`src/rtl/ngtt_pkg.sv`:
```
// ngtt_pkg: shared types, character codes and defaults of the gga time trigger
// used by ngtt_ctrl, ngtt_dpath and nmea_gga_time_trigger; no dependencies
`timescale 1ns / 1ps
`default_nettype none

package ngtt_pkg;

	localparam int LINE_LEN_DEF = 128;

	localparam int CHAR_W  = 8;
	localparam int CFG_W   = 6;
	localparam int CFG_IDX_W = 1;
	localparam int VAL_W   = 7;
	localparam int OUT_W   = 32;
	localparam int DIV_STEPS = VAL_W;
	localparam int DIV_CNT_W = $clog2(DIV_STEPS);

	localparam logic [CFG_IDX_W-1:0] REG_MINUTE_INTERVAL = 1'd0;
	localparam logic [CFG_IDX_W-1:0] REG_TRIGGER_MINUTE  = 1'd1;

	localparam logic [CFG_W-1:0] MINUTE_INTERVAL_RST = 6'd10;
	localparam logic [CFG_W-1:0] TRIGGER_MINUTE_RST  = 6'd0;

	localparam logic [CHAR_W-1:0] CH_DOLLAR  = 8'h24;
	localparam logic [CHAR_W-1:0] CH_NEWLINE = 8'h0A;
	localparam logic [CHAR_W-1:0] CH_G       = 8'h47;
	localparam logic [CHAR_W-1:0] CH_A       = 8'h41;
	localparam logic [CHAR_W-1:0] CH_COMMA   = 8'h2C;
	localparam logic [CHAR_W-1:0] CH_DOT     = 8'h2E;
	localparam logic [CHAR_W-1:0] CH_ZERO    = 8'h30;
	localparam logic [CHAR_W-1:0] CH_NINE    = 8'h39;

	localparam logic [3:0] NOT_DIGIT = 4'd15;

	typedef enum logic [1:0] {
		ST_IDLE,
		ST_DIV,
		ST_OUT
	} state_t;

	// controller to datapath
	typedef struct packed {
		logic accept;
		logic div_step;
		logic load_out;
	} cmd_t;

	// datapath to controller
	typedef struct packed {
		logic result_hit;
		logic div_last;
	} sts_t;

endpackage

`default_nettype wire

```
`src/rtl/ngtt_ctrl.sv`:
```
// ngtt_ctrl: sequencer of the gga time trigger (accept, minute modulo, output hand-off)
// depends on ngtt_pkg
`timescale 1ns / 1ps
`default_nettype none

module ngtt_ctrl
	import ngtt_pkg::*;
(
	input  wire  clk,
	input  wire  arst_n,
	input  wire  s_tvalid,
	output logic s_tready,
	output logic m_tvalid,
	input  wire  m_tready,
	input  sts_t sts,
	output cmd_t cmd
);

	state_t state_q, state_nxt;
	logic   m_valid_q;
	logic   out_free;

	assign out_free = !m_valid_q || m_tready;
	assign m_tvalid = m_valid_q;

	always_comb begin
		state_nxt = state_q;
		case (state_q)
			ST_IDLE: begin
				if (s_tvalid && sts.result_hit) state_nxt = ST_DIV;
			end
			ST_DIV: begin
				if (sts.div_last) state_nxt = ST_OUT;
			end
			ST_OUT: begin
				if (out_free) state_nxt = ST_IDLE;
			end
			default: state_nxt = ST_IDLE;
		endcase
	end

	always_comb begin
		s_tready     = 1'b0;
		cmd.accept   = 1'b0;
		cmd.div_step = 1'b0;
		cmd.load_out = 1'b0;
		case (state_q)
			ST_IDLE: begin
				s_tready   = 1'b1;
				cmd.accept = s_tvalid;
			end
			ST_DIV:  cmd.div_step = 1'b1;
			ST_OUT:  cmd.load_out = out_free;
			default: ;
		endcase
	end

	always_ff @(posedge clk or negedge arst_n) begin
		if (!arst_n) begin
			state_q   <= ST_IDLE;
			m_valid_q <= 1'b0;
		end else begin
			state_q <= state_nxt;
			if (cmd.load_out) m_valid_q <= 1'b1;
			else if (m_tready) m_valid_q <= 1'b0;
		end
	end

	a_hit_to_div: assert property (@(posedge clk) disable iff (!arst_n)
		(state_q == ST_IDLE && s_tvalid && sts.result_hit) |=> state_q == ST_DIV)
		else $error("result hit did not start the minute modulo");

	a_div_runs: assert property (@(posedge clk) disable iff (!arst_n)
		(state_q == ST_DIV && !sts.div_last) |=> state_q == ST_DIV)
		else $error("minute modulo left early");

	a_out_waits: assert property (@(posedge clk) disable iff (!arst_n)
		(state_q == ST_OUT && !out_free) |=> (state_q == ST_OUT && m_valid_q))
		else $error("result dropped while output was busy");

	a_load_valid: assert property (@(posedge clk) disable iff (!arst_n)
		cmd.load_out |=> m_valid_q)
		else $error("loaded result not presented");

endmodule

`default_nettype wire

```
`src/rtl/ngtt_dpath.sv`:
```
// ngtt_dpath: sentence parser state, digit groups, bit-serial minute modulo, output register
// depends on ngtt_pkg; driven by ngtt_ctrl
`timescale 1ns / 1ps
`default_nettype none

module ngtt_dpath
	import ngtt_pkg::*;
#(
	parameter int LINE_LEN = LINE_LEN_DEF
) (
	input  wire                  clk,
	input  wire                  arst_n,
	input  cmd_t                 cmd,
	output sts_t                 sts,
	input  wire [CHAR_W-1:0]     rx_char,
	input  wire                  cfg_valid,
	input  wire [CFG_IDX_W-1:0]  cfg_index,
	input  wire [CFG_W-1:0]      cfg_data,
	output logic [OUT_W-1:0]     out_data
);

	localparam int POS_W = $clog2(LINE_LEN);
	localparam logic [POS_W-1:0] POS_MAX = POS_W'(LINE_LEN - 1);

	// parser state
	logic [POS_W-1:0] pos_q;
	logic             g_ok_q, a_ok_q;
	logic [1:0]       comma_q;
	logic [3:0]       fdc_q;
	logic [7:0][3:0]  td_q;

	logic [CFG_W-1:0] interval_q, trigger_q;

	// work registers
	logic [VAL_W-1:0]     hh_q, mm_q, ss_q, frac_q;
	logic [VAL_W-1:0]     rem_q;
	logic [DIV_CNT_W-1:0] cnt_q;

	// next-state values of the parser
	logic             dollar, newline;
	logic [POS_W-1:0] pos_e, pos_n;
	logic             g_e, a_e, g_n, a_n;
	logic [1:0]       comma_e, comma_n;
	logic [3:0]       fdc_e, fdc_n;
	logic [7:0][3:0]  td_n;
	logic [3:0]       code;
	logic             hit;

	function automatic logic [VAL_W-1:0] group_val(input logic [3:0] a, input logic [3:0] b,
			input logic [3:0] fdc, input logic [3:0] pa);
		logic [VAL_W-1:0] av;
		av = VAL_W'(a);
		if (fdc <= pa) group_val = '0;
		else if (a > 4'd9) group_val = '0;
		else if (fdc <= pa + 4'd1) group_val = av;
		else if (b > 4'd9) group_val = av;
		else group_val = (av << 3) + (av << 1) + VAL_W'(b);
	endfunction

	always_comb begin
		dollar  = (rx_char == CH_DOLLAR);
		newline = (rx_char == CH_NEWLINE);
		code    = (rx_char >= CH_ZERO && rx_char <= CH_NINE) ? rx_char[3:0] : NOT_DIGIT;

		pos_e   = dollar ? '0 : pos_q;
		g_e     = dollar ? 1'b0 : g_ok_q;
		a_e     = dollar ? 1'b0 : a_ok_q;
		comma_e = dollar ? 2'd0 : comma_q;
		fdc_e   = dollar ? 4'd0 : fdc_q;

		g_n   = (pos_e == POS_W'(4)) ? (rx_char == CH_G) : g_e;
		a_n   = (pos_e == POS_W'(5)) ? (rx_char == CH_A) : a_e;
		pos_n = (pos_e < POS_MAX) ? pos_e + POS_W'(1) : pos_e;

		hit = newline && g_n && a_n && (comma_e != 2'd0) && (fdc_e != 4'd0);

		comma_n = comma_e;
		fdc_n   = fdc_e;
		td_n    = td_q;
		if (newline) begin
			// only the position and the G and A marks change unless a result goes out
		end else if (rx_char == CH_COMMA) begin
			if (comma_e != 2'd2) comma_n = comma_e + 2'd1;
		end else if (comma_e == 2'd1) begin
			if (fdc_e < 4'd6) td_n[fdc_e[2:0]] = code;
			else if (fdc_e == 4'd6) td_n[6] = (rx_char == CH_DOT) ? 4'd0 : NOT_DIGIT;
			else if (fdc_e == 4'd7) begin
				if (td_q[6] != NOT_DIGIT) td_n[6] = code;
			end else if (fdc_e == 4'd8) td_n[7] = code;
			if (fdc_e != 4'd15) fdc_n = fdc_e + 4'd1;
		end
	end

	// fraction: only when position six was a dot
	logic [VAL_W-1:0] frac_v, f6;
	always_comb begin
		f6     = VAL_W'(td_q[6]);
		frac_v = '0;
		if (fdc_q >= 4'd8 && td_q[6] <= 4'd9) begin
			frac_v = (f6 << 3) + (f6 << 1);
			if (fdc_q >= 4'd9 && td_q[7] <= 4'd9) frac_v = frac_v + VAL_W'(td_q[7]);
		end
	end

	assign sts.result_hit = hit;
	assign sts.div_last   = (cnt_q == '0);

	always_ff @(posedge clk or negedge arst_n) begin
		if (!arst_n) begin
			pos_q      <= '0;
			g_ok_q     <= 1'b0;
			a_ok_q     <= 1'b0;
			comma_q    <= 2'd0;
			fdc_q      <= 4'd0;
			td_q       <= '0;
			interval_q <= MINUTE_INTERVAL_RST;
			trigger_q  <= TRIGGER_MINUTE_RST;
			cnt_q      <= '0;
		end else begin
			if (cfg_valid) begin
				case (cfg_index)
					REG_MINUTE_INTERVAL: interval_q <= cfg_data;
					REG_TRIGGER_MINUTE:  trigger_q  <= cfg_data;
					default: ;
				endcase
			end
			if (cmd.accept) begin
				pos_q <= pos_n;
				if (hit) begin
					g_ok_q  <= 1'b0;
					a_ok_q  <= 1'b0;
					comma_q <= 2'd0;
					fdc_q   <= 4'd0;
					td_q    <= '0;
					cnt_q   <= DIV_CNT_W'(DIV_STEPS - 1);
				end else begin
					g_ok_q  <= g_n;
					a_ok_q  <= a_n;
					comma_q <= comma_n;
					fdc_q   <= fdc_n;
					td_q    <= td_n;
				end
			end else if (cmd.div_step && cnt_q != '0) begin
				cnt_q <= cnt_q - DIV_CNT_W'(1);
			end
		end
	end

	// time groups and restoring modulo, one minute bit per step from the top
	logic [VAL_W-1:0] rem_sh;
	assign rem_sh = {rem_q[VAL_W-2:0], mm_q[cnt_q]};

	always_ff @(posedge clk) begin
		if (cmd.accept && hit) begin
			hh_q   <= group_val(td_q[0], td_q[1], fdc_q, 4'd0);
			mm_q   <= group_val(td_q[2], td_q[3], fdc_q, 4'd2);
			ss_q   <= group_val(td_q[4], td_q[5], fdc_q, 4'd4);
			frac_q <= frac_v;
			rem_q  <= '0;
		end else if (cmd.div_step) begin
			rem_q <= (rem_sh >= VAL_W'(interval_q)) ? rem_sh - VAL_W'(interval_q) : rem_sh;
		end
	end

	// output register, fields from the lowest bit up
	logic pulse;
	assign pulse = (ss_q == '0) && (interval_q != '0) && (rem_q == VAL_W'(trigger_q));

	always_ff @(posedge clk) begin
		if (cmd.load_out) begin
			out_data <= {{(OUT_W - 4 * VAL_W - 1){1'b0}}, pulse, frac_q, ss_q, mm_q, hh_q};
		end
	end

endmodule

`default_nettype wire

```
`src/rtl/nmea_gga_time_trigger.sv`:
```
// nmea_gga_time_trigger: nmea 0183 gga time parser with minute-based start pulse
// depends on ngtt_pkg, ngtt_ctrl, ngtt_dpath
`timescale 1ns / 1ps
`default_nettype none

// a character that ends no result is taken while idle and leaves the block ready
// a newline that closes a gga sentence with a time field runs a 7-step bit-serial
// minute modulo (one step per cycle); the result is registered once the output is free
// throughput: one character per cycle, but none while a result is in the modulo or waits
// reset: arst_n clears parser state, sequencer and output valid; registers take
// minute_interval 10 and trigger_minute 0
module nmea_gga_time_trigger
	import ngtt_pkg::*;
#(
	parameter int LINE_LEN = LINE_LEN_DEF
) (
	input  wire                  clk,
	input  wire                  arst_n,
	// input characters
	input  wire                  s_tvalid,
	output logic                 s_tready,
	input  wire [CHAR_W-1:0]     s_tdata,   // rx_char[7:0]
	// time results
	output logic                 m_tvalid,
	input  wire                  m_tready,
	output logic [OUT_W-1:0]     m_tdata,   // hours[6:0], minutes[13:7], seconds[20:14],
	                                        // hundredths[27:21], start_pulse[28], zero[31:29]
	// register writes
	input  wire                  cfg_valid,
	output logic                 cfg_ready,
	input  wire [CFG_IDX_W-1:0]  cfg_index,
	input  wire [CFG_W-1:0]      cfg_data
);

	cmd_t cmd;
	sts_t sts;

	// register writes are always taken
	assign cfg_ready = 1'b1;

	// sequencer: idle/accept, modulo steps, output hand-off
	ngtt_ctrl u_ctrl (
		.clk      (clk),
		.arst_n   (arst_n),
		.s_tvalid (s_tvalid),
		.s_tready (s_tready),
		.m_tvalid (m_tvalid),
		.m_tready (m_tready),
		.sts      (sts),
		.cmd      (cmd)
	);

	// parser, digit groups, modulo unit, output register
	ngtt_dpath #(
		.LINE_LEN (LINE_LEN)
	) u_dpath (
		.clk       (clk),
		.arst_n    (arst_n),
		.cmd       (cmd),
		.sts       (sts),
		.rx_char   (s_tdata),
		.cfg_valid (cfg_valid),
		.cfg_index (cfg_index),
		.cfg_data  (cfg_data),
		.out_data  (m_tdata)
	);

endmodule

`default_nettype wire

```
`config.mk`:
```
export PLATFORM = sky130hd
export DESIGN_NAME = nmea_gga_time_trigger
export DESIGN_NICKNAME = d
export VERILOG_FILES = /design/src/rtl/ngtt_pkg.sv /design/src/rtl/ngtt_ctrl.sv /design/src/rtl/ngtt_dpath.sv /design/src/rtl/nmea_gga_time_trigger.sv
export SDC_FILE = /design/constraint.sdc
export NUM_CORES = 1
export LEC_CHECK = 0
export CORE_UTILIZATION = 65
export DETAILED_ROUTE_END_ITERATION = 10
export DONT_BUFFER_PORTS = 1
export PLACE_DENSITY = 0.81
export SYNTH_ARGS = -nofsm -noshare
export SYNTH_HDL_FRONTEND = slang
export SYNTH_SLANG_ARGS = --single-unit
```
`constraint.sdc`:
```
create_clock -name clk -period 7 [get_ports clk]
set_input_delay 0.35 -clock clk [delete_from_list [all_inputs] [get_ports clk]]
set_output_delay 0.35 -clock clk [all_outputs]
set_load 0.01 [all_outputs]
```
==> impl_metrics.ini <==
[layout]
layout_common_cells = dfrtp_1, nor2_1, edfxtp_1
fin_cells = 776
layout_commonest_cell = dfrtp_1
drive_above_1_share_pct = 10.0
syn_to_final_growth_pct = 11.1
nNetsFinal = 697
fill_cells = 672
n_antenna_cell = 0
final_core_utilization_pct = 74.8

[yosys]
synth.distinct_cells = 79
yosysWarnings = 0
synth-seq-area-share_pct = 49.8
synthFlopType = dfrtp_1
synth.avg_cell_area_sq_um = 11.3
async_reset_ff_share_pct = 50.4
syn_area_sq_mm = 0.00699
syn_inst = 620
synth_enable_flop_cells = 57
ys_ff_latch = 129

[placed_design]
placed_cells = 736
dp_hpwl_mm = 9.89
post-place-ws_ns = 3.21
port_buffers = 0
place_congestion = 0.872

[timing]
hold_violations = 0
setup_violations = 0
rsz0062_at_grt = false
slew_viol_final = 0
finalCritPeriodShare_pct = 47.8
max_slew_margin_pct = 30.2
tns_ns = 0
max_freq_mhz = 299
timing.final.ws_setup_ns = 3.65
fin_skew_ns = 0.00754
fin_crit_ns = 3.35
worstMarginPinSlew_ns = 1.04

[clock_tree]
clock_sinks = 129
clkLatencyLatePin_ns = 0.53
ctsHtreeMaxLevel = 4
post-cts-setup-buffer-count = 0
cts_root_buffer = clkbuf_8
path_clk_slew_ns = 0.06
clockBufferDepth = 2
cts_tree = built
numCtsBuffers = 17

[die]
rows = 37
die_h_microns = 106
die_area_sq_mm = 0.0112
pin_count = 55
start_util_pct = 67.4
dieWidth_microns = 106
coreArea_sq_mm = 0.0104

[detailed_routing]
wire_per_inst_microns = 19.0
wl_mm = 14.8
final_antenna_net_count = 0
vias = 4969
drc_errors = 0
drt_iter0_markers = 378
dr.pass1.iters = 5
routed_via_density = 6.40

[critical_path]
crit_path_top_delay_cell = nor2b_1
critPathKind = flip-flop to flip-flop
crit_path_end_kind = flip-flop
path_cells = mux4_2, o21ai_0, ha_1, nand2b_1, a21oi_1, o31ai_1, nor2b_1, mux2_2, a211oi_1
worstPathMaxFanout = 7
reg2regPathDepth = 9
cp_data_required_time_ns = 7.44
cp_num_buf_inv = 0
critPathArrivalTime_ns = 3.79
cp-start-kind = flip-flop
max_stage_delay_ns = 0.61
cp.depth = 9
critPathTopFamily = multiplexers

[global_routing]
overflow = 0
grt_usage_pct = 28.9
grt_pass1_wl_mm = 24.9
grt_pass1_vias = 5031
grt_start_max_net_pins = 66
antenna_found_initial = 0

[flow_run]
max-cap-violations = 0

[worst_hold_path]
hold_depth = 3
hold_class = primary input to flip-flop

[power_and_ir_drop]
powerDensity_mw_per_mm2 = 271
irDropWorstVdd_mv = 0.176
p_leak_nw = 3.47

[run_status]
status = complete, no violations
==> report_power, final <==
group | switching, mW | internal (mW) | leakage, nW
combinational | 0.176 | 0.137 | 1.72
sequential | 0.0662 | 0.844 | 1.47
clock | 0.317 | 0.559 | 0.278
total | 0.560 | 1.54 | 3.47
==> cell usage after synthesis (3+ instances only) <==
| master | instances | share of area (%) |
|---|---|---|
| nand2_1 | 46 | 2.5 |
| o21ai_0 | 31 | 2.2 |
| a211o_1 | 3 | 0.38 |
| clkbuf_1 | 17 | 0.91 |
| xnor2_1 | 13 | 1.6 |
| nand4_1 | 6 | 0.54 |
| mux2i_1 | 19 | 2.7 |
| mux2_2 | 8 | 1.3 |
| mux2_4 | 3 | 0.64 |
| o21a_1 | 3 | 0.32 |
| a2bb2o_1 | 7 | 1.0 |
| a31oi_1 | 6 | 0.54 |
| dfxtp_1 | 7 | 2.0 |
| buf_4 | 4 | 0.43 |
| nand2b_1 | 11 | 0.99 |
| o22ai_1 | 6 | 0.54 |
| ha_1 | 41 | 7.3 |
| or3_1 | 5 | 0.45 |
| nand3_1 | 17 | 1.2 |
| inv_1 | 20 | 1.1 |
| fa_1 | 9 | 2.6 |
| xor2_1 | 8 | 1.0 |
| a21o_1 | 9 | 0.97 |
| a211oi_1 | 6 | 0.64 |
| a21oi_1 | 25 | 1.8 |
| buf_2 | 3 | 0.21 |
| nor3_1 | 13 | 0.93 |
| dfrtp_1 | 63 | 23 |
| nor2b_1 | 7 | 0.63 |
| or2_1 | 3 | 0.27 |
| edfxtp_1 | 57 | 24 |
| nor4_1 | 5 | 0.45 |
| o31ai_1 | 4 | 0.43 |
| o2bb2ai_1 | 18 | 2.3 |
| nor2_1 | 61 | 3.3 |
==> layout make-up <==
type | instances | area (sq um) | area share, %
well taps | 136 | 170 | 2.19
flip-flops and latches | 129 | 3480 | 44.8
clock inverters | 11 | 135 | 1.74
multi-input cells | 449 | 3340 | 43.0
inverters | 20 | 75.1 | 0.967
repair buffers | 10 | 113 | 1.45
clock buffers | 21 | 450 | 5.80
==> routing by layer <==
layer  vias up  GRT usage (%)  part of all wire [%]
li1       2310              -                     -
met1      2478           35.8                    41
met2       160           49.4                    52
met3        21           7.11                   5.3
met4         0           10.3                   1.4
met5         -              0                     0
==> per-stage QoR <==
| step | power (mW) | hold slack [ns] | cell area (sq um) |
|---|---|---|---|
| 3_3_place_gp | 1.20 | 0.0594 | 7080 |
| 6_report | 2.10 | 0.0328 | 7760 |
| 5_1_grt | 2.19 | 0.0142 | 7760 |
| 2_1_floorplan | 1.15 | 0.0544 | 6990 |
| 3_5_place_dp | 1.22 | 0.0584 | 7080 |
| 4_1_cts | 2.10 | 0.0134 | 7760 |
==> registers in the layout, indices dropped and copies added, names as in the netlist, 2 cells and up <==
register / count
u_dpath.ss_q: 7
u_ctrl.state_q: 2
u_dpath.frac_q: 7
u_dpath.out_data: 29
u_dpath.trigger_q: 6
u_dpath.cnt_q: 3
u_dpath.interval_q: 6
u_dpath.fdc_q: 4
u_dpath.f6: 4
u_dpath.comma_q: 2
u_dpath.hh_q: 7
u_dpath.mm_q: 7
u_dpath.pos_q: 7
u_dpath.td_q: 28
u_dpath.rem_q: 7
==> worst reg2reg max path: stages (launching register included) <==
cell,delay [ns]
dfrtp_1,0.42
mux4_2,0.54
o21ai_0,0.27
ha_1,0.24
nand2b_1,0.15
a21oi_1,0.12
o31ai_1,0.28
nor2b_1,0.61
mux2_2,0.41
a211oi_1,0.21
==> final timing paths <==
kind / slack, ns / endpoint / start
min reg2reg: 0.42 / u_dpath.out_data[23]$_DFFE_PP_ / u_dpath.frac_q[2]$_SDFFCE_PN0P_
min: 0.03 / u_dpath.a_ok_q$_DFFE_PN0P_ / s_tdata[1]
max: 3.65 / u_dpath.rem_q[0]$_SDFFE_PP0P_ / u_dpath.cnt_q[0]$_DFFE_PN0P_
min in group asynchronous: 0.36 / u_dpath.cnt_q[0]$_DFFE_PN0P_ / arst_n
max reg2reg: 3.65 / u_dpath.rem_q[0]$_SDFFE_PP0P_ / u_dpath.cnt_q[0]$_DFFE_PN0P_
max in group asynchronous: 6.34 / u_dpath.interval_q[3]$_DFFE_PN1P_ / arst_n
==> kinds of logic (layout without fill, tap and decap cells) <==
family	Yosys count	count (layout)	synth area share (%)
fa+ha+maj	50	50	9.92
simple gates	201	201	15.2
compound gates	140	140	14.3
flops	129	129	49.8
buf+inv	44	62	2.63
mux	33	33	5.37
xor+xnor	21	21	2.63
other cells	2	4	0.107
==> repair_timing <==
| action | CTS | global route |
|---|---|---|
| resized for setup | 0 | 0 |
| endpoints found under the setup margin | 0 | 0 |
| hold buffers | 8 | 0 |
| endpoints found under the hold margin | 77 | 0 |
(Power assumes the default switching activity.)
